===== src/hw/rtl/pgw_pkg.sv =====
`timescale 1ns / 1ps
// ----------------------------------------------------------------------------
// pgw_pkg
// Types and constants shared by the four-level page table walker.
// ----------------------------------------------------------------------------
package pgw_pkg;

    localparam int unsigned VA_BITS   = 48;
    localparam int unsigned PA_BITS   = 52;
    localparam int unsigned DATA_BITS = 64;
    localparam int unsigned IDX_BITS  = 9;
    localparam int unsigned LEAF_BIT  = 7;

    // Table whose entry is awaited
    localparam logic [1:0] LVL_PML4 = 2'd3;
    localparam logic [1:0] LVL_PDPT = 2'd2;
    localparam logic [1:0] LVL_PD   = 2'd1;
    localparam logic [1:0] LVL_PT   = 2'd0;

    // Item kinds on the input side
    localparam logic KIND_TRANSLATE = 1'b0;
    localparam logic KIND_RESPONSE  = 1'b1;

    // Result kinds on the output side
    localparam logic RES_READ_REQ = 1'b0;
    localparam logic RES_DONE     = 1'b1;

    typedef struct packed {
        logic                 kind;
        logic [VA_BITS-1:0]   virtual_address;
        logic [PA_BITS-1:0]   table_base;
        logic [DATA_BITS-1:0] read_data;
        logic                 read_ok;
    } t_in_item;

    typedef struct packed {
        logic               result_kind;
        logic [PA_BITS-1:0] read_address;
        logic [PA_BITS-1:0] physical_address;
        logic               fault;
    } t_out_item;

    typedef enum logic [2:0] {
        OP_READ,
        OP_FAULT,
        OP_LEAF_1G,
        OP_LEAF_2M,
        OP_LEAF_4K
    } t_op_kind;

    // Classified work handed from front to back
    typedef struct packed {
        t_op_kind           op;
        logic [PA_BITS-1:0] addr;    // read address, or raw entry bits for a leaf
        logic [29:0]        va_off;  // page offset bits of the virtual address
    } t_walk_op;

endpackage


===== src/hw/rtl/pgw_front.sv =====
`timescale 1ns / 1ps
// ----------------------------------------------------------------------------
// pgw_front
// Accepts transactions, tracks the walk and classifies each into an op.
// ----------------------------------------------------------------------------
module pgw_front #(
    parameter int unsigned PHYS_ADDR_BITS = 52
) (
    input  logic              i_clk,
    input  logic              i_rst_n,
    input  logic              i_valid,
    output logic              o_ready,
    input  pgw_pkg::t_in_item i_item,
    input  logic              i_q_full,
    output logic              o_push,
    output pgw_pkg::t_walk_op o_op
);
    import pgw_pkg::*;

    localparam logic [PA_BITS-1:0] PhysMask = {PA_BITS{1'b1}} >> (PA_BITS - PHYS_ADDR_BITS);

    logic               r_busy, n_busy;
    logic [1:0]         r_level, n_level;
    logic [VA_BITS-1:0] r_va, n_va;

    logic               accept;
    logic               emit_rd;
    logic               has_res;
    logic [PA_BITS-1:0] rd_base;
    logic [1:0]         rd_level;
    logic [VA_BITS-1:0] va_use;
    logic [IDX_BITS-1:0] idx;
    logic [PA_BITS-1:0] rd_addr;
    logic [PA_BITS-1:0] entry_lo;
    logic               leaf;
    t_op_kind           done_op;

    assign o_ready  = !i_q_full;
    assign accept   = i_valid && !i_q_full;
    assign entry_lo = i_item.read_data[PA_BITS-1:0];
    assign leaf     = i_item.read_data[LEAF_BIT];
    assign va_use   = (i_item.kind == KIND_TRANSLATE) ? i_item.virtual_address : r_va;

    // Decide whether this transaction asks for another entry read
    always_comb begin
        emit_rd  = 1'b0;
        has_res  = 1'b0;
        rd_base  = {entry_lo[PA_BITS-1:12], 12'h000};
        rd_level = LVL_PT;
        done_op  = OP_FAULT;
        if (i_item.kind == KIND_TRANSLATE) begin
            emit_rd  = 1'b1;
            has_res  = 1'b1;
            rd_base  = i_item.table_base;
            rd_level = LVL_PML4;
        end else if (r_busy) begin
            has_res = 1'b1;
            if (!i_item.read_ok) begin
                done_op = OP_FAULT;
            end else begin
                case (r_level)
                    LVL_PML4: begin
                        emit_rd  = 1'b1;
                        rd_level = LVL_PDPT;
                    end
                    LVL_PDPT: begin
                        if (leaf) begin
                            done_op = OP_LEAF_1G;
                        end else begin
                            emit_rd  = 1'b1;
                            rd_level = LVL_PD;
                        end
                    end
                    LVL_PD: begin
                        if (leaf) begin
                            done_op = OP_LEAF_2M;
                        end else begin
                            emit_rd  = 1'b1;
                            rd_level = LVL_PT;
                        end
                    end
                    default: begin
                        done_op = OP_LEAF_4K;
                    end
                endcase
            end
        end
    end

    always_comb begin
        case (rd_level)
            LVL_PML4: idx = va_use[47:39];
            LVL_PDPT: idx = va_use[38:30];
            LVL_PD:   idx = va_use[29:21];
            default:  idx = va_use[20:12];
        endcase
    end

    assign rd_addr = (rd_base + {{(PA_BITS-IDX_BITS-3){1'b0}}, idx, 3'b000}) & PhysMask;

    always_comb begin
        n_busy  = r_busy;
        n_level = r_level;
        n_va    = r_va;
        o_op.addr   = entry_lo;
        o_op.va_off = r_va[29:0];
        o_op.op     = done_op;
        if (i_item.kind == KIND_TRANSLATE) begin
            n_va = i_item.virtual_address;
        end
        if (has_res) begin
            if (emit_rd && (rd_addr != '0)) begin
                o_op.op   = OP_READ;
                o_op.addr = rd_addr;
                n_busy    = 1'b1;
                n_level   = rd_level;
            end else begin
                if (emit_rd) begin
                    o_op.op = OP_FAULT;  // zero entry address
                end
                n_busy  = 1'b0;
                n_level = LVL_PT;
            end
        end
    end

    assign o_push = accept && has_res;

    always_ff @(posedge i_clk) begin
        if (!i_rst_n) begin
            r_busy  <= 1'b0;
            r_level <= LVL_PT;
            r_va    <= '0;
        end else if (accept) begin
            r_busy  <= n_busy;
            r_level <= n_level;
            r_va    <= n_va;
        end
    end

endmodule


===== src/hw/rtl/pgw_queue.sv =====
`timescale 1ns / 1ps
// ----------------------------------------------------------------------------
// pgw_queue
// Two-entry queue of classified walk ops between front and back.
// ----------------------------------------------------------------------------
module pgw_queue (
    input  logic              i_clk,
    input  logic              i_rst_n,
    input  logic              i_push,
    input  pgw_pkg::t_walk_op i_op,
    output logic              o_full,
    input  logic              i_pop,
    output logic              o_empty,
    output pgw_pkg::t_walk_op o_op
);
    import pgw_pkg::*;

    t_walk_op   r_mem [2];
    logic       r_wr_ptr, r_rd_ptr;
    logic [1:0] r_count;

    assign o_full  = (r_count == 2'd2);
    assign o_empty = (r_count == 2'd0);
    assign o_op    = r_mem[r_rd_ptr];

    always_ff @(posedge i_clk) begin
        if (i_push) begin
            r_mem[r_wr_ptr] <= i_op;
        end
    end

    always_ff @(posedge i_clk) begin
        if (!i_rst_n) begin
            r_wr_ptr <= 1'b0;
            r_rd_ptr <= 1'b0;
            r_count  <= 2'd0;
        end else begin
            if (i_push) r_wr_ptr <= !r_wr_ptr;
            if (i_pop)  r_rd_ptr <= !r_rd_ptr;
            case ({i_push, i_pop})
                2'b10:   r_count <= r_count + 2'd1;
                2'b01:   r_count <= r_count - 2'd1;
                default: r_count <= r_count;
            endcase
        end
    end

endmodule


===== src/hw/rtl/pgw_back.sv =====
`timescale 1ns / 1ps
// ----------------------------------------------------------------------------
// pgw_back
// Turns queued ops into result transactions held in an output register.
// ----------------------------------------------------------------------------
module pgw_back #(
    parameter int unsigned PHYS_ADDR_BITS = 52
) (
    input  logic               i_clk,
    input  logic               i_rst_n,
    input  logic               i_q_empty,
    input  pgw_pkg::t_walk_op  i_op,
    output logic               o_pop,
    output logic               o_valid,
    input  logic               i_ready,
    output pgw_pkg::t_out_item o_item
);
    import pgw_pkg::*;

    localparam logic [PA_BITS-1:0] PhysMask = {PA_BITS{1'b1}} >> (PA_BITS - PHYS_ADDR_BITS);

    logic               r_valid;
    t_out_item          r_item, n_item;
    logic [PA_BITS-1:0] phys;

    // Page frame from the entry, page offset from the virtual address
    always_comb begin
        case (i_op.op)
            OP_LEAF_1G: phys = {i_op.addr[PA_BITS-1:30], i_op.va_off[29:0]};
            OP_LEAF_2M: phys = {i_op.addr[PA_BITS-1:21], i_op.va_off[20:0]};
            OP_LEAF_4K: phys = {i_op.addr[PA_BITS-1:12], i_op.va_off[11:0]};
            default:    phys = '0;
        endcase
    end

    always_comb begin
        n_item.result_kind      = (i_op.op == OP_READ) ? RES_READ_REQ : RES_DONE;
        n_item.read_address     = (i_op.op == OP_READ) ? i_op.addr : '0;
        n_item.physical_address = phys & PhysMask;
        n_item.fault            = (i_op.op == OP_FAULT);
    end

    assign o_pop   = !i_q_empty && (!r_valid || i_ready);
    assign o_valid = r_valid;
    assign o_item  = r_item;

    always_ff @(posedge i_clk) begin
        if (!i_rst_n) begin
            r_valid <= 1'b0;
        end else if (!r_valid || i_ready) begin
            r_valid <= !i_q_empty;
        end
    end

    always_ff @(posedge i_clk) begin
        if (o_pop) begin
            r_item <= n_item;
        end
    end

endmodule


===== src/hw/rtl/four_level_page_table_walker_unit.sv =====
`timescale 1ns / 1ps
// ----------------------------------------------------------------------------
// four_level_page_table_walker_unit
// x86-64 four-level page table walker with decoupled front and back.
// ----------------------------------------------------------------------------
// Takes one input transaction per cycle, either a translate request (virtual
// address plus top-level table base) or a memory read response, and returns
// at most one result transaction for each: a request to read the next 8-byte
// entry, or the finished translation (1 GiB, 2 MiB or 4 KiB page, or a fault
// on a failed read or a zero entry address). The front keeps the walk state
// and classifies each transaction in the cycle it is accepted; a two-entry
// queue feeds the back, which builds the result in an output register. A
// result passes through the queue and then the output register before it is
// offered on the output. The sustained rate is one transaction per cycle
// while the queue is not full; when it is full, o_in_ready is low.
// A new translate request abandons a walk in progress; a response while idle
// produces nothing. Present bits are not checked.
// ----------------------------------------------------------------------------
module four_level_page_table_walker_unit #(
    parameter int unsigned PHYS_ADDR_BITS = 52
) (
    input  logic               i_clk,
    input  logic               i_rst_n,
    input  logic               i_in_valid,
    output logic               o_in_ready,
    input  pgw_pkg::t_in_item  i_in_item,
    output logic               o_out_valid,
    input  logic               i_out_ready,
    output pgw_pkg::t_out_item o_out_item
);
    import pgw_pkg::*;

    logic     push, pop, q_full, q_empty;
    t_walk_op front_op, back_op;

    // Front: walk state, index selection, entry address add, zero check
    pgw_front #(
        .PHYS_ADDR_BITS (PHYS_ADDR_BITS)
    ) u_front (
        .i_clk    (i_clk),
        .i_rst_n  (i_rst_n),
        .i_valid  (i_in_valid),
        .o_ready  (o_in_ready),
        .i_item   (i_in_item),
        .i_q_full (q_full),
        .o_push   (push),
        .o_op     (front_op)
    );

    // Decouples front from output stalls
    pgw_queue u_queue (
        .i_clk   (i_clk),
        .i_rst_n (i_rst_n),
        .i_push  (push),
        .i_op    (front_op),
        .o_full  (q_full),
        .i_pop   (pop),
        .o_empty (q_empty),
        .o_op    (back_op)
    );

    // Back: leaf address assembly and the output register
    pgw_back #(
        .PHYS_ADDR_BITS (PHYS_ADDR_BITS)
    ) u_back (
        .i_clk     (i_clk),
        .i_rst_n   (i_rst_n),
        .i_q_empty (q_empty),
        .i_op      (back_op),
        .o_pop     (pop),
        .o_valid   (o_out_valid),
        .i_ready   (i_out_ready),
        .o_item    (o_out_item)
    );

endmodule

===== config.mk =====
export PLATFORM = sky130hd
export DESIGN_NAME = four_level_page_table_walker_unit
export DESIGN_NICKNAME = d
export VERILOG_FILES = /design/src/hw/rtl/pgw_pkg.sv /design/src/hw/rtl/pgw_front.sv /design/src/hw/rtl/pgw_queue.sv /design/src/hw/rtl/pgw_back.sv /design/src/hw/rtl/four_level_page_table_walker_unit.sv
export SDC_FILE = /design/constraint.sdc
export NUM_CORES = 1
export LEC_CHECK = 0
export BUFFER_PORTS_ARGS = -buffer_cell sky130_fd_sc_hd__buf_4
export CAP_MARGIN = 0
export CELL_PAD_IN_SITES_DETAIL_PLACEMENT = 0
export CELL_PAD_IN_SITES_GLOBAL_PLACEMENT = 1
export CORE_MARGIN = 2
export CORE_UTILIZATION = 24
export CTS_BUF_LIST = sky130_fd_sc_hd__clkbuf_4
export DETAILED_ROUTE_END_ITERATION = 10
export GPL_TIMING_DRIVEN = 0
export HOLD_SLACK_MARGIN = 0.05
export PLACE_DENSITY_LB_ADDON = 0.1
export SLEW_MARGIN = 30
export SYNTH_ARGS = -nofsm -noshare
export SYNTH_HDL_FRONTEND = slang
export SYNTH_HIERARCHICAL = 1
export SYNTH_SLANG_ARGS = --single-unit

===== constraint.sdc =====
create_clock -name i_clk -period 22.2 [get_ports i_clk]
set_input_delay 4.44 -clock i_clk [delete_from_list [all_inputs] [get_ports i_clk]]
set_output_delay 4.44 -clock i_clk [all_outputs]
set_load 0.005 [all_outputs]

; Word level (Yosys, flattened, before mapping)
; Memory sizes are Yosys's and may differ from the RTL's. A register that Yosys moved wholly into a read port is not among the register bits.
; Cells that the tools add are included.
; Widths: inputs -> output; s select.
[totals]
regBits = 162
ram_bits = 170
input_bits = 170
output_inout_bits = 108
word_cells = 81
memories = 1
[mem_list]
columns = name, depth, width, rd, rd_ports_with_merged_regs, write_ports, line
row1 = u_queue.r_mem, 2, 85, 1, 1, 1, pgw_queue.sv:18  ; t_walk_op r_mem [2];
[classes]
add_sub_neg = 3
eq_ne = 13
n_mux = 34
bitwise_logic = 1
reduce_logical = 17
[op_table]
columns = cell, count
row1 = $pmux 52 s3, 1
row2 = $mux 52, 2
row3 = $mux 55, 1
row4 = $add 52x12->52, 1
row5 = $reduce_bool 52->1, 1
row6 = $mux 48, 1
row7 = $pmux 9 s3, 1
row8 = $mux 3, 5
row9 = $mux 1, 13
row10 = $eq 2x2->1 const B, 6
row11 = $mux 2, 6
row12 = $pmux 3 s3, 1
row13 = $pmux 2 s2, 2
row14 = $eq 2x1->1 const B, 3
row15 = $eq 3x2->1 const B, 2
row16 = $logic_not 1->1, 5
row17 = $logic_and 1x1->1, 4
row18 = $reduce_and 2->1, 2
row19 = $eq 3x1->1 const B, 1
row20 = $eq 3x3->1 const B, 1
row21 = $logic_not 3->1, 1
row22 = $add 2x1->2 const B, 1
row23 = $logic_not 2->1, 1
row24 = $pmux 1 s2, 1
row25 = other kinds (5), 5

; Depth between registers and ports, before layout
; Gate-level depths: netlist of run 1.
[depth]
ltp_word = 12
mapped_depth = 26
depth_no_buf = 19

; Hierarchy
; Netlist of run 1, hierarchy kept.
[modules_own_cells]
columns = module, instances, cells_each, area_per_inst_um2, seq_area_each_um2
row1 = pgw_front, 1, 889, 6648.9, 1021.0
row2 = pgw_queue, 1, 286, 6336.1, 5205.0
row3 = pgw_back, 1, 248, 4329.2, 3203.1

; Worst setup path before layout of run 1
; Ideal clock, no wire load.
[synth_timing]
path_type = in2reg
start = in i_out_ready
end = reg u_queue.r_count[1]
setup_ps = 70
arrival_ps = 10688
required_ps = 22130
slack_ps = 11442
cell_stages = 5
path_buffers = 0
cell_sequence = nand2b_1 nor2b_1 ha_1 or3_1 a21boi_1
[synth_between]
elab_chain_len = 4
word_cells_on_any_way = 6
classes_between = eq/ne: 2 / mux: 1 / reduce/logical: 3
[synth_rtl]
columns = item, line
row1 = from (decl), four_level_page_table_walker_unit.sv:28  ; input logic i_out_ready,
row2 = $logic_or 1x1->1 *, pgw_back.sv:43  ; assign o_pop = !i_q_empty && (!r_valid || i_ready);
row3 = $logic_and 1x1->1 *, pgw_back.sv:43
row4 = net pop, four_level_page_table_walker_unit.sv:33  ; logic push, pop, q_full, q_empty;
row5 = $eq 2x1->1 / $eq 2x2->1 (equally long branches), pgw_queue.sv:40  ; case ({i_push, i_pop})
row6 = $pmux 2 s2 / $reduce_bool 2->1 (equally long branches), n/a
row7 = to (signal assigned), pgw_queue.sv:41  ; 2'b10: r_count <= r_count + 2'd1;
row8 = to (signal assigned), pgw_queue.sv:42  ; 2'b01: r_count <= r_count - 2'd1;
row9 = to (signal assigned), pgw_queue.sv:43  ; default: r_count <= r_count;
row10 = to (decl), pgw_queue.sv:20  ; logic [1:0] r_count;
; Mark *: on every way through the listed nets, which the timed path passes. The rest lies on a longest branch.
; A chain may end at the register's enable or synchronous reset.

==> results of run 1 <==
## through the flow
| step | hold slack [ps] | total power, mW |
|---|---|---|
| floorplan | 440 | 1.20 |
| global placement | 450 | 1.53 |
| detailed placement | 458 | 1.55 |
| CTS | 468 | 2.18 |
| global route | 481 | 2.25 |
| finish | 463 | 2.12 |
## flip-flops by register name (all words and copies together), names as in the netlist, named ones only
signal and cells:
u_back/o_item 106, u_back/o_valid 1, u_front/r_busy 1, u_front/r_level 2, u_front/r_va 48, u_queue/r_count 2
u_queue/r_mem 170, u_queue/r_rd_ptr 1, u_queue/r_wr_ptr 1
## final cells by class
type	count	area, um2
Buffer	109	631
Sequential cell	333	9430
Fill cell	7427	49400
Multi-Input combinational cell	956	7200
Inverter	25	93.8
Clock inverter	34	244
Antenna cell	4	10.0
Clock buffer	139	1040
Tap cell	950	1190
Timing Repair Buffer	275	2280
## per-layer routing
metal / GRT usage (%) / up-vias
met1: 22.5 / 6405
met4: 6.33 / 28
met3: 4.69 / 161
met2: 28.7 / 452
met5: 0 / -
li1: - / 6138
## placed cells by master, fill, tap and decap left out, types with 40 or more instances in the layout
cell / count
buf_4: 300
edfxtp_1: 276
nand2_1: 154
clkbuf_4: 139
mux2_2: 105
a21boi_0: 69
and2_1: 58
dfxtp_1: 57
nand3_1: 51
mux2i_1: 42
xnor2_1: 40
## power by group through the flow
stage	clock network (mW)	registers (mW)	logic, mW
2_1_floorplan	0	0.932	0.266
3_3_place_gp	0	0.961	0.573
3_5_place_dp	0	0.917	0.630
4_1_cts	0.638	0.907	0.633
5_1_grt	0.667	0.917	0.668
6_report	0.605	0.904	0.616
## kinds of logic (layout without fill, tap and decap cells)
family	count (synthesis)	in the layout	share of synthesized area [%]
simple gates	422	422	12.6
flops	333	333	54.5
compound gates	294	294	13.6
mux	167	167	11.0
buf+inv	134	582	4.18
xor+xnor	57	57	2.88
fa+ha+maj	16	16	1.20
other cells	0	4	0
## worst max-delay path, delay by kind of cell
kind	cells	cell delay (ps)
buf+inv	10	4590
compound gates	6	2140
simple gates	6	1610
fa+ha+maj	2	460
mux	1	450
## path summary, 6_finish.rpt
kind | start | to | slack, ps | cells past startpoint
max reg2reg | u_front/r_level[0] | u_queue/r_mem[1][64] | 13960 | 23
min reg2reg | u_front/r_va[4] | u_front/r_va[4] | 460 | 2
max | i_in_item[165] | u_queue/r_mem[1][64] | 8900 | 25
min | u_front/r_va[4] | u_front/r_va[4] | 460 | 2
==> run metrics, run 1 <==
outcome complete, no violations; IO Count about 280; Cell Area, Synth roughly 0.017 mm2; Int Power between 1 and 1.5 mW; top layer in use met5; Switching Fraction 30.6%; total negative setup slack 0 ps; Min Clock Period, post-route 13300 ps; first-pass GRT wire length ~94000 um; DR iter-0 viols approximately 740; first-pass iteration count of the detailed router 10; critical path capture point type flop; CTS tree yes; cells after synthesis approximately 1400; Final period util approximately three fifths; Placed Cells incl. Taps roughly 2600; crit-path most repeated cell clkbuf_1; synth unique cells 76; top-count cell post-synth edfxtp_1; Place WS approximately 8000 ps; Switch Pwr approximately 0.65 mW; antenna violations before repair 16; Synth area leaders edfxtp_1 (48%), mux2_2 (6.8%), dfxtp_1 (6.6%); async set or reset register ratio after synthesis 0%; Initial Util around a quarter; Worst Path Class, Setup input pin to flop; drt wl/cell 23.5 um; placed cell areas ~0.021 mm2; clock sinks approximately 330; Fin. Hold Viols 0; max incr delay on CP ~800 ps; die width 273 um; Resized cells post-CTS 0; HPWL after DPL around 50000 um; Slowest-stage cell, CP buf_1; setup bufs post-CTS 0; IO buf count 263; fin nets approximately 2000; GR Util All Layers 17.6%; sequential power share around 43%; Hold Path Class flop to flop; total CTS buffers 97; row count 98; met3 wire len 4200 um; Yosys top cell area share 47.9%; post-route setup slack just under 9000 ps; drt drc 0; Startpoint Class input pin; CTS clock-pin slew for the worst setup and hold paths 50 ps; #FFs+latches synth 333; worst relative slew slack approximately 28%; Yosys warning count 6; final count of negative-setup-slack endpoints 0; Congestion Overflow GR 0; logic gate share of total power about 29%; Die H 273 um; htree depth 3; ANT nets after route 0; met2 WL post-DR around 31000 um; clk buf depth 3; worst-margin pin slew between 1000 and 1500 ps; Leakage a little over 8 nW; cts hold-fix bufs 0; Die ar. around 0.074 mm2; crit path DAT 13750 ps; RSZ-0062 raised after global routing false; Clk pwr share between 20 and 30%; Post-synth EDFFs between 200 and 300; layout cells sized above 1 about 36%; Slew Viols, Final 0; fin cells 2825; CTS root buffer clkbuf_4; Mapped Nets between 1500 and 2000; commonest cells in the netlist edfxtp_1 (276), nand2_1 (154), mux2_2 (105), a21boi_0 (69), and2_1 (59); Finished Cell Area between 0.02 and 0.025 mm2; WL final around 66000 um; largest net degree at the start of global routing 38; Power per Cell Area about 96 mW/mm2; Layout Skew 53.7 ps; Layout area overhead 27.8%; Max-Cap Viols 0; Synth area leader edfxtp_1; clk_lat worst skew about 850 ps; Max FO, Critical Path 10; routed vias ~13000; fmax ~75 MHz; Max VDD drop roughly 0.000054 V; post-layout util 30.9%; Core Footprint just over 0.07 mm2; ys flop type edfxtp_1; via density per instance roughly 4.7; GPL Wtd Cong approximately 0.84; Synth Area per Inst 12.2 um2; Met1 Routed Length 28900 um; vias in the first global route approximately 14000; sequential area share after synthesis ~54%; WP data required about 23000 ps
No activity file was read; power rests on OpenSTA's default activity.
==> run 2, diff against run 1 <==
- clock period: 22.2 -> 10.8 ns (I/O delays scaled with it)
==> run 2 against run 1 <==
Effect of this change: critical path depth is 1 lower; clock power rose by 100%; register-to-register slack worse by 11000 ps; combinational power is 110% higher; first-iteration DRC count up 6.5%; critical path type unchanged.
==> run metrics, run 2 (same netlist as run 1, synthesis figures left out) <==
critical-path cell list buf_6, clkbuf_1, buf_2, buf_2, clkbuf_1, nand3_1, clkbuf_1, nor2_1, a221o_1, ha_1, fa_1, and3_1, o211a_1, o2111ai_2, clkbuf_1, a211oi_1, mux2_2, nor4_1, nand3_1, or3_1, buf_2, clkbuf_1, a31oi_1, o221ai_1; Max FO, Critical Path 19 (+9); IO Count 278 (unchanged); final count of negative-setup-slack endpoints 0 (unchanged); Biggest register u_queue/r_mem; outcome complete, no violations; worst relative slew slack 30.4% (+2.0 points); critical path capture point type flop; Die H 273 um (unchanged); crit-path most repeated cell clkbuf_1; cts hold-fix bufs 0 (unchanged); Hold Path Class flop to flop; Max-Cap Viols 0 (unchanged); layout cells sized above 1 36.0% (about the same); Slowest-stage cell, CP clkbuf_1; Layout Skew 53.1 ps (-0.583 ps); RSZ-0062 raised after global routing false; clk_lat worst skew 840 ps (about the same); first-pass GRT wire length 93800 um (-0.36%); GR Util All Layers 17.6% (-0.072 points); ANT nets after route 0 (unchanged); Final period util ~95%; commonest non-fill, non-tap cells in the layout buf_4 (300), edfxtp_1 (276), nand2_1 (154); HPWL after DPL 50100 um (unchanged); Initial Util 24.2% (unchanged); vias in the first global route 13500 (-0.29%); IO buf count 263 (unchanged); via density per instance 4.68 (+0.36%); CTS root buffer clkbuf_4; fin nets 1982 (-0.050%); Worst Path Class, Setup input pin to flop; Core Footprint 0.0715 mm2 (unchanged); WP data required 11250 ps (-11400 ps); htree depth 3 (unchanged); max FFs per register 170 (unchanged); most common cell after layout, fill and taps aside buf_4; Slew Viols, Final 0 (unchanged); CTS clock-pin slew for the worst setup and hold paths 50 ps (about the same); Place WS -973 ps (-9120 ps); row count 98 (unchanged); Fin. Hold Viols 0 (unchanged); post-route setup slack 505 ps (-8390 ps); post-layout util 30.9% (about the same); crit path DAT 10750 ps (-3000 ps); drt drc 0 (unchanged); Fillers 7427 (unchanged); clock sinks 333 (unchanged); clk buf depth 3 (unchanged); Congestion Overflow GR 0 (unchanged); DR iter-0 viols 787 (+6.5%); total CTS buffers 97 (unchanged); max incr delay on CP 710 ps (-100 ps); CTS tree yes; Min Clock Period, post-route a little over 10000 ps; Startpoint Class input pin; Layout area overhead 27.8% (about the same); Pwr Total 4.37 mW (+110%); WL final 66200 um (-0.32%); routed vias 13200 (+0.33%); Resized cells post-CTS 0 (unchanged); Min Hold Slack 463 ps (-0.0270 ps); drt wl/cell 23.5 um (-0.29%); Leakage 8.18 nW (about the same); fmax between 90 and 100 MHz; GPL Wtd Cong 0.843 (unchanged); setup bufs post-CTS 0 (unchanged); Die ar. 0.0743 mm2 (unchanged); worst-margin pin slew 1040 ps (-30.5 ps); total negative setup slack 0 ps (unchanged); largest net degree at the start of global routing 38 (unchanged); Power per Cell Area 197 mW/mm2 (+110%); first-pass iteration count of the detailed router 6 (-4); Max VDD drop 0.000112 V (+110%); die width 273 um (unchanged); antenna violations before repair 16 (unchanged)
run 2: routing by layer:
layer / global-route usage [%] / part of all wire, % / vias up
li1: - / - / 6139
met1: 22.5 / 44 / 6433
met2: 28.6 / 47 / 465
met3: 4.56 / 6.4 / 162
met4: 6.13 / 3.0 / 28
met5: 0 / 0.28 / -
run 2: final cells by class:
class / count / area [um2] / share of cell area, %
diodes: 4 / 10.0 / 0.0453
plain buffers: 108 / 627 / 2.83
clock buffers: 139 / 1040 / 4.72
clock inverters: 34 / 244 / 1.10
inverters: 25 / 93.8 / 0.424
multi-input cells: 956 / 7200 / 32.5
flip-flops and latches: 333 / 9430 / 42.6
well taps: 950 / 1190 / 5.37
repair buffers: 275 / 2280 / 10.3
run 2: worst max-delay path: cells and delay by family:
kind	cells	cell delay (ps)
buffers and inverters	9	3950
AOI/OAI and AO/OA	6	2140
and+or+nand+nor	6	1550
adders and majority gates	2	460
muxes	1	450
run 2: worst paths after layout:
path                                          from              endpoint  slack (ps)  depth (start not counted)
worst max register to register  u_front/r_level[0]  u_queue/r_mem[1][64]        2630                         23
worst min-delay path               u_front/r_va[4]       u_front/r_va[4]         460                          2
worst min register to register     u_front/r_va[4]       u_front/r_va[4]         460                          2
worst max-delay path                i_in_item[165]  u_queue/r_mem[1][64]         500                         24
run 2: stage by stage:
stage	cells	instance area [um2]
3_3_place_gp	2636	20500
4_1_cts	2820	22100
5_1_grt	2824	22100
6_report	2824	22100
2_1_floorplan	1423	17300
3_5_place_dp	2648	20800
run 2: power by group:
| part | switching, mW | internal (mW) |
|---|---|---|
| registers | 0.104 | 1.75 |
| logic | 0.658 | 0.607 |
| clock network | 0.574 | 0.668 |
| total | 1.34 | 3.03 |
==> run 3, diff against run 2 <==
- ABC_AREA: unset -> 1
==> run 3 against run 2 <==
Effect of this change: setup slack gained 3500 ps; design area shrank 1.4%; first-iteration DRC count shrank 19%; utilization grew 0.16 points; synthesized cell count grew 21%; sequential share of layout area grew 0.59 points; clock-buffer cell count grew 6; total power grew 3.1%; critical path depth grew 6; final cell count grew 10%; register-to-register slack gained 2200 ps; largest cell class unchanged; largest power group unchanged.
==> run metrics, run 3 <==
clock sinks 333 (unchanged); commonest cells in the netlist nand2_1 (412), edfxtp_1 (276), inv_1 (180), nor2_1 (133), nand3_1 (95); Slowest-stage cell, CP fa_1; CTS clock-pin slew for the worst setup and hold paths 60 ps (about the same); first-pass GRT wire length 88100 um (-6.1%); CP startpoint i_in_item[8]; Layout Skew 69.9 ps (+16.8 ps); cells after synthesis 1715 (+21%); Power per Cell Area 206 mW/mm2 (+4.6%); DR iter-0 viols 641 (-19%); Register-to-Register Setup Slack 4790 ps (+2160 ps); most common cell after layout, fill and taps aside nand2_1; Layout area overhead 28.0%; Finished Cell Area 0.0218 mm2 (-1.4%); Place WS 3130 ps (+4100 ps); antenna violations before repair 2 (-14); ys flop type edfxtp_1; top-count cell post-synth nand2_1; synth unique cells 47 (-38%); fin nets 2276 (+15%); Cell Area, Synth 0.0170 mm2 (-1.6%); Congestion Overflow GR 0 (unchanged); outcome complete, no violations; layout cells sized above 1 29.8% (-6.2 points); Resized cells post-CTS 0 (unchanged); top layer in use met5; CTS root buffer clkbuf_4; Max-Cap Viols 0 (unchanged); placed cell areas 0.0205 mm2 (-1.5%); Worst Path Class, Setup input pin to flop; fmax 148 MHz (+52%); Synth area leaders edfxtp_1 (49%), nand2_1 (9.1%), dfxtp_1 (6.7%); GPL Wtd Cong 0.835 (-0.96%); Max VDD drop 0.000111 V (-0.55%); Yosys top cell area share 48.6% (+0.77 points); Switch Pwr 1.47 mW (+9.6%); Die ar. 0.0732 mm2 (-1.5%); drt drc 0 (unchanged); Fin. Hold Viols 0 (unchanged); Slew Viols, Final 0 (unchanged); worst-margin pin slew 692 ps (-352 ps); row count 97 (-1.0%); WP data required 11310 ps (+60 ps); Initial Util 24.3% (+0.073 points); clk_lat worst skew 840 ps (about the same); area of the multi-input gates 0.00618 mm2 (-14%); Die H 270 um (-0.78%); crit path DAT 7280 ps (-3470 ps); Synth area leader edfxtp_1; IO Count 278 (unchanged); Int Power 3.04 mW (+0.27%); Clk pwr share 27.5% (-0.9 points); post-route setup slack 4030 ps (+3520 ps); IO buf count 264 (+0.38%); reg2reg path depth 30 (+30%); crit-path most repeated cell nand2_1; max FFs per register 170 (unchanged); Synth Area per Inst 9.94 um2 (-18%); setup bufs post-CTS 0 (unchanged); vias in the first global route 13900 (+3.0%); max incr delay on CP 430 ps (-280 ps); total CTS buffers 97 (unchanged); GR Util All Layers 16.3% (-1.2 points); met2 WL post-DR 30500 um (-1.6%); Min Clock Period, post-route 6770 ps (-3520 ps); critical path capture point type flop; #FFs+latches synth 333 (unchanged); RSZ-0062 raised after global routing false; die width 270 um (-0.78%); Post-synth EDFFs 276 (unchanged); via density per instance 4.27 (-8.9%); worst relative slew slack 53.6% (+23 points); Worst Setup EP u_queue/r_mem[0][54]; htree depth 3 (unchanged); post-layout util 31.1% (+0.16 points); largest net degree at the start of global routing 45 (+18%); commonest non-fill, non-tap cells in the layout nand2_1 (412), buf_4 (305), edfxtp_1 (276); Met1 Routed Length 25500 um (-12%); final count of negative-setup-slack endpoints 0 (unchanged); HPWL after DPL 47000 um (-6.2%); async set or reset register ratio after synthesis 0% (unchanged); Final period util 62.7% (-33 points); sequential area share after synthesis 55.3% (+0.87 points); routed vias 13300 (+0.44%); Leakage 8.91 nW (+8.9%); Sequential Area 0.00943 mm2 (unchanged); Hold Path Class flop to flop; first-pass iteration count of the detailed router 5 (-1); CTS tree yes; Max FO, Critical Path 10 (-9); Fillers 7609 (+2.5%); r2r startpoint u_front/r_level[0]; FF-to-FF End u_queue/r_mem[0][54]; sequential power share 41.5% (-1.1 points); Startpoint Class input pin; drt wl/cell 19.3 um (-18%); clk buf depth 3 (unchanged); Switching Fraction 32.5% (+1.9 points); Yosys warning count 6 (unchanged); cts hold-fix bufs 0 (unchanged); ANT nets after route 0 (unchanged); WL final 60000 um (-9.4%); met3 wire len 2890 um (-32%); Pwr Total 4.50 mW (+3.1%); Core Footprint 0.0701 mm2 (-1.9%); Biggest register u_queue/r_mem; logic gate share of total power 31.0% (+2.0 points); Mapped Nets 1901 (+18%)
## run 3: changes by cell type in the layout (fill, tap and decap cells not counted), moves of 50 or more
cell      delta
a21boi_0    -60
and2_1      -57
inv_1      +155
mux2_1      +50
mux2_2      -70
nand2_1    +258
nor2_1      +95
nor2_4      +56
## run 3: worst max-delay path, delay by kind of cell
kind,cells,cell delay [ps]
AND/OR/NAND/NOR,19,2760
buffers and inverters,7,1270
adder cells (fa/ha/maj),2,680
XOR/XNOR,1,230
AO/OA/AOI/OAI,1,140
## run 3: how the worst min path moves through the flow
stage / start / endpoint / slack (ps) / depth (start not counted)
detailed placement: u_front/r_va[42] / u_front/r_va[42] / 440 / 2
floorplan: u_front/r_va[39] / u_front/r_va[39] / 420 / 2
finish: u_front/r_va[45] / u_front/r_va[45] / 440 / 2
global placement: u_front/r_va[42] / u_front/r_va[42] / 430 / 2
global route: u_front/r_va[46] / u_front/r_va[46] / 470 / 2
CTS: u_front/r_va[45] / u_front/r_va[45] / 450 / 2
## run 3: power groups by stage
stage	registers (mW)	clock network (mW)	logic [mW]
final	1.87	1.24	1.40
after global routing	1.89	1.37	1.53
after CTS	1.88	1.30	1.44
after detailed placement	1.90	0	1.44
after global placement	1.99	0	1.34
after floorplan	1.93	0	0.703
## run 3: cell type report
class | count | share of cell area (%)
Clock buffer | 145 | 4.99
Inverter | 187 | 3.26
Sequential cell | 333 | 43.2
Antenna cell | 1 | 0.0115
Clock inverter | 37 | 1.00
Multi-Input combinational cell | 1092 | 28.3
Buffer | 103 | 3.45
Tap cell | 940 | 5.39
Timing Repair Buffer | 276 | 10.4
## run 3: kinds of logic after synthesis
family	count (synthesis)	synth area share, %
flops	333	55.3
xor+xnor	17	0.874
mux	85	5.62
compound gates	190	6.45
simple gates	784	21.9
fa+ha+maj	16	1.22
buf+inv	290	8.56
## run 3: metrics by stage
step / std cells / TNS (ps) / hold WS, ps
6_report: 3114 / 0 / 444
5_1_grt: 3114 / 0 / 466
4_1_cts: 3113 / 0 / 447
3_5_place_dp: 2931 / 0 / 438
3_3_place_gp: 2919 / -30290 / 435
2_1_floorplan: 1715 / 0 / 421
## run 3: layer usage
layer	global-route usage (%)	up-vias
li1	-	6570
met1	19.9	6321
met2	28.9	310
met3	3.50	82
met4	4.67	2
met5	0	-
